===== src/sv/rgbe_pkg.sv =====
package rgbe_pkg;

  localparam int unsigned ChanW = 32;
  localparam int unsigned MantW = 9;
  localparam int unsigned ExpW  = 5;

  localparam logic [31:0] ChMaxBits = 32'h477F_8000;
  localparam logic [31:0] ChMinBits = 32'h3780_0000;
  localparam logic [31:0] ExpAdd    = 32'h0780_4000;
  localparam logic [31:0] ExpMask   = 32'h7F80_0000;

  // Clamp one channel to [0, 65408]; negatives and NaN go to zero.
  function automatic logic [31:0] clamp_channel(input logic [31:0] x);
    logic [31:0] r;
    if (x[31]) begin
      r = '0;
    end else if (x > ExpMask) begin
      r = '0;
    end else if (x > ChMaxBits) begin
      r = ChMaxBits;
    end else begin
      r = x;
    end
    return r;
  endfunction

endpackage


===== src/sv/rgbe_align.sv =====
// Align one clamped channel to the shared exponent, round to nearest even.
// Stage A: compute shift and split. Stage B: round.
module rgbe_align (
  input  logic                  clk,
  input  logic                  en_a,
  input  logic                  en_b,
  input  logic [31:0]           x,
  input  logic [7:0]            ee,
  output logic [rgbe_pkg::MantW-1:0] mant
);
  import rgbe_pkg::*;

  logic [7:0]  ev;
  logic [23:0] m;
  logic [8:0]  s;
  logic [23:0] q_c;
  logic        rnd_c;
  logic [47:0] wide;
  logic [9:0]  q;
  logic        rnd;

  always_comb begin
    ev = (x[30:23] == 8'd0) ? 8'd1 : x[30:23];
    m  = {(x[30:23] != 8'd0), x[22:0]};
    s  = {1'b0, ee} - {1'b0, ev};
    // Shift mantissa so the kept bits land in [47:24] and fraction below.
    wide  = (s[8] || s > 9'd47) ? 48'd0 : ({m, 24'd0} >> s[5:0]);
    q_c   = wide[47:24];
    // Round up when fraction above half, or exactly half and q odd.
    rnd_c = wide[23] && ((wide[22:0] != 23'd0) || wide[24]);
  end

  always_ff @(posedge clk) begin
    if (en_a) begin
      q   <= q_c[9:0];
      rnd <= rnd_c;
    end
    if (en_b) begin
      mant <= q[MantW-1:0] + {{(MantW-1){1'b0}}, rnd};
    end
  end

endmodule


===== src/sv/rgb_float_to_shared_exponent_pack.sv =====
// RGB9E5 encoder: three IEEE single channels in, one 32-bit shared-exponent
// word out (exponent [31:27], blue [26:18], green [17:9], red [8:0]). Channels
// are clamped to [0, 65408]; negatives and NaN encode as zero. The block is a
// four-stage pipeline (clamp, shared exponent, alignment split, rounding/pack)
// and takes one transaction per clock unless the output holds an untaken one.
// A stall on the master side holds every stage.
module rgb_float_to_shared_exponent_pack (
  input  logic        clk,
  input  logic        rst,
  input  logic        s_tvalid,
  output logic        s_tready,
  input  logic [95:0] s_tdata,  // red_bits, green_bits, blue_bits
  output logic        m_tvalid,
  input  logic        m_tready,
  output logic [31:0] m_tdata   // packed_word
);
  import rgbe_pkg::*;

  logic [3:0]  vld;
  logic        adv;
  logic [31:0] cr1, cg1, cb1;
  logic [31:0] cr2, cg2, cb2;
  logic [7:0]  ee2, ee3;
  logic [31:0] mx;
  logic [MantW-1:0] kr, kg, kb;

  // Advance the whole pipe unless the output holds an untaken transaction.
  assign adv      = !vld[3] || m_tready;
  assign s_tready = adv;
  assign m_tvalid = vld[3];

  always_ff @(posedge clk) begin
    if (rst) begin
      vld <= '0;
    end else if (adv) begin
      vld <= {vld[2:0], s_tvalid};
    end
  end

  always_comb begin
    mx = ChMinBits;
    if (cr1 > mx) mx = cr1;
    if (cg1 > mx) mx = cg1;
    if (cb1 > mx) mx = cb1;
  end

  logic [31:0] ee_sum;
  assign ee_sum = (mx + ExpAdd) & ExpMask;

  always_ff @(posedge clk) begin
    if (adv) begin
      cr1 <= clamp_channel(s_tdata[31:0]);
      cg1 <= clamp_channel(s_tdata[63:32]);
      cb1 <= clamp_channel(s_tdata[95:64]);
      cr2 <= cr1;
      cg2 <= cg1;
      cb2 <= cb1;
      ee2 <= ee_sum[30:23];
      ee3 <= ee2;
    end
  end

  rgbe_align u_r (.clk, .en_a(adv), .en_b(adv), .x(cr2), .ee(ee2), .mant(kr));
  rgbe_align u_g (.clk, .en_a(adv), .en_b(adv), .x(cg2), .ee(ee2), .mant(kg));
  rgbe_align u_b (.clk, .en_a(adv), .en_b(adv), .x(cb2), .ee(ee2), .mant(kb));

  logic [7:0] ee4;
  always_ff @(posedge clk) begin
    if (adv) ee4 <= ee3;
  end

  logic [7:0] e_field;
  assign e_field = ee4 + 8'd2;
  assign m_tdata = {e_field[ExpW-1:0], kb, kg, kr};

endmodule


===== config.mk =====
export PLATFORM = sky130hd
export DESIGN_NAME = rgb_float_to_shared_exponent_pack
export DESIGN_NICKNAME = d
export VERILOG_FILES = /design/src/sv/rgbe_pkg.sv /design/src/sv/rgbe_align.sv /design/src/sv/rgb_float_to_shared_exponent_pack.sv
export SDC_FILE = /design/constraint.sdc
export NUM_CORES = 1
export LEC_CHECK = 0
export BUFFER_PORTS_ARGS = -buffer_cell sky130_fd_sc_hd__buf_2
export CORE_MARGIN = 8
export CORE_UTILIZATION = 50
export CTS_CLUSTER_DIAMETER = 150
export DETAILED_ROUTE_END_ITERATION = 16
export GPL_TIMING_DRIVEN = 0
export PLACE_DENSITY = 0.75
export SKIP_CTS_REPAIR_TIMING = 1
export SLEW_MARGIN = 20
export SYNTH_ARGS = -nofsm -noshare
export SYNTH_HDL_FRONTEND = slang
export SYNTH_HIERARCHICAL = 1
export SYNTH_SLANG_ARGS = --single-unit
export TNS_END_PERCENT = 50

===== constraint.sdc =====
create_clock -name clk -period 15.6 [get_ports clk]
set_input_delay 3.12 -clock clk [delete_from_list [all_inputs] [get_ports clk]]
set_output_delay 3.12 -clock clk [all_outputs]
set_load 0.1 [all_outputs]

==> flow_summary_export.csv <==
group,metric,value,unit
status,status,"completed",
worst_setup_path,r2r_cells,24,
route,routedWlPerCell,21.63,um
cts,clk-insertion-delay-late,0.55,ns
route,dr_total_vias,14760,
layout,post_route_cells_drive_above_1_share,14.85,%
placed_design,port-buffer-count,133,
layout,insertedDiodeCount,0,
power,power.static_leakage,8.336,nW
route,route.antenna.remaining_nets,0,
global_routing,grtUsageMet2,38.26,%
floorplan,rows,69,
placed_design,pre_cts_slack,7.810,ns
cts,cts_tree,"done",
global_routing,via_count_of_the_first_global_routing_pass,14520,
min_path,holdCritStartpoint,"ee3[1]",
cts,cts_root_buffer,"sky130_fd_sc_hd__clkbuf_16",
worst_setup_path,source_of_the_worst_register_to_register_timing_path,"cr1[4]",
global_routing,grt_overflow_total,0,
floorplan,die_width,205.5,um
sta,timing.final.crit_period,7.777,ns
min_path,worst_hold_path_type,"reg2reg",
synth,mapped_cell_area,0.01796,mm^2
global_routing,met3_usage,3.385,%
cts,cts_max_level,1,
route,drt_drc_violations_left,0,
route,dr.first_iter.drc_count,1292,
placed_design,dpl.cell_count,2336,
sta,report.final.hold_viol_count,0,
sta,clock.fmax,128.6,MHz
min_path,worstHoldEndpoint,"ee4[1]",
layout,final_nets,2104,
cts,ctsLongestPathBuffers,3,
route,detailedRoute.firstPassIterationCount,5,
floorplan,start_util,50.62,%
route,drt-total-wl,51640,um
cts,cts_buffers,28,
cts,worst_setup_hold_path_clk_slew,0.06,ns
sta,period_share,49.85,%
sta,slew_at_the_pin_closest_to_its_max_slew_limit,0.8546,ns
job,max-cap-violations,0,
synth,synth.net_count,1937,
floorplan,fp.dieH,205.5,um
layout,flow.area_growth_from_synthesis,12.79,%
worst_setup_path,worst_setup_path_end_kind,"primary output",
worst_setup_path,ff2ff_setup_slack,8.36,ns
power,total_power,3.058,mW
sta,timing.clock.skew,0.01384,ns
global_routing,pin_count_of_the_biggest_net_entering_global_routing,59,
placed_design,gpl.final_weighted_congestion,0.9801,
worst_setup_path,critical_path.startpoint_type,"primary input",
synth,cells_after_synthesis,1738,
floorplan,floorplan.die_area,0.04224,mm^2
power,vdd_drop_max,0.1503,mV
global_routing,gr-usage-all-layers,24.18,%
worst_setup_path,critical_path.most_common_cell,"sky130_fd_sc_hd__buf_2",
layout,final_instance_count_excl_fillers,2387,
worst_setup_path,required,12.48,ns
global_routing,routing_usage_on_met1,33.05,%
sta,final_max_slew_viol_count,0,
sta,rsz0062_at_grt,"false",
global_routing,grt_most_used_layer,"met2",
global_routing,antenna_violations_before_repair,1,
worst_setup_path,cp-startpoint,"m_tready",
power,power_density,150.9,mW/mm^2
worst_setup_path,critical-path-slowest-cell,"sky130_fd_sc_hd__clkbuf_4",
worst_setup_path,worst_path_largest_cell_delay,0.51,ns
synth,synthesized_area_divided_by_synthesized_cell_count,10.33,um^2
synth,ys.warnings.count,6,
sta,setup_viol,0,
sta,worst_slack,7.823,ns
min_path,worst_hold_path_depth,0,
route,via_per_inst,6.181,
floorplan,design.portCount,134,
global_routing,grt_first_pass_wirelength,80780,um
sta,max-slew-margin-rel,42.94,%
cts,clkSinkCount,265,
placed_design,dp.final_hpwl,40800,um
floorplan,core_region_area,0.03548,mm^2
worst_setup_path,crit_path_cell_trace,"buf_2 > nand2b_1 > clkbuf_4 > buf_16 > buf_2",
layout,final_core_util,57.10,%
worst_setup_path,critPathArrivalTime,4.66,ns
worst_setup_path,critPathKind,"in2out",
worst_setup_path,crit-reg2reg-capture,"ee2[7]",
worst_setup_path,critical_path.max_fanout,58,
worst max-delay path, delay by kind of cell:
family / cells / cell delay (ns)
AND/OR/NAND/NOR: 1 / 0.08
buffers and inverters: 4 / 1.41
state kept, by name (all words and copies together), names as in the netlist, 9 cells and up:
register,count
cg1,31
u_b/q,9
cr2,31
cr1,31
u_r/mant,9
cb1,31
u_r/q,9
cb2,31
cg2,31
u_g/mant,9
u_g/q,9
u_b/mant,9
where the power goes:
part	switching [mW]	internal, mW	total (mW)
Clock	0.268	0.404	0.672
Combinational	0.934	0.519	1.45
Sequential	0.0681	0.864	0.932
Total	1.27	1.79	3.06
layer usage:
| layer | wire length, um | vias to the layer above |
|---|---|---|
| met4 | 2097 | 0 |
| met2 | 23320 | 716 |
| met3 | 3878 | 131 |
| li1 | - | 6932 |
| met5 | 0 | - |
| met1 | 22340 | 6976 |
through the flow:
stage,hold slack (ns),TNS [ns],cell area (um^2)
after floorplan,0.4003,0,17960
after global placement,0.4034,-1.643,19200
after detailed placement,0.4045,0,19320
after CTS,0.4180,0,20260
after global routing,0.4258,0,20260
final,0.4181,0,20260
layout by cell type (no fill, tap or decap), types with 12 or more instances in the layout:
cell                        instances
sky130_fd_sc_hd__nor3_1            32
sky130_fd_sc_hd__a21o_1            12
sky130_fd_sc_hd__nand3_1           51
sky130_fd_sc_hd__nor4_1            34
sky130_fd_sc_hd__xnor2_1           32
sky130_fd_sc_hd__clkbuf_16         29
sky130_fd_sc_hd__o211ai_1          18
sky130_fd_sc_hd__edfxtp_1         261
sky130_fd_sc_hd__o21a_1            19
sky130_fd_sc_hd__nand4_1           38
sky130_fd_sc_hd__nand2b_1          18
sky130_fd_sc_hd__nand2_1          156
sky130_fd_sc_hd__or4_1             14
sky130_fd_sc_hd__mux2i_1           91
sky130_fd_sc_hd__and2_1            71
sky130_fd_sc_hd__clkbuf_1          42
sky130_fd_sc_hd__a21oi_1          134
sky130_fd_sc_hd__a211oi_1          25
sky130_fd_sc_hd__buf_2            165
sky130_fd_sc_hd__o21ai_0           72
sky130_fd_sc_hd__nor2_1           140
sky130_fd_sc_hd__mux4_2            36
sky130_fd_sc_hd__xor2_1            13
sky130_fd_sc_hd__nor2b_1           19
sky130_fd_sc_hd__o22ai_1           12
sky130_fd_sc_hd__nand3b_1          13
sky130_fd_sc_hd__a31oi_1           13
sky130_fd_sc_hd__ha_1              96
sky130_fd_sc_hd__inv_1             79
worst max-delay path by stage:
stage | end | slack (ns) | depth (start not counted)
3_5_place_dp | s_tready | 7.81 | 5
2_1_floorplan | s_tready | 1.29 | 2
5_1_grt | s_tready | 7.71 | 5
6_report | s_tready | 7.82 | 5
4_1_cts | s_tready | 7.81 | 5
3_3_place_gp | s_tready | -1.64 | 4
cell type report:
class	count	area, um^2
multi-input combinational	1313	9389
fill	3064	15220
tap	461	576.8
clock inverter	19	203.9
sequential	265	7918
timing repair buffer	137	775.7
clock buffer	32	737.0
buffer	81	362.8
inverter	79	296.5
Note: power is estimated with default switching activity, not from simulation.
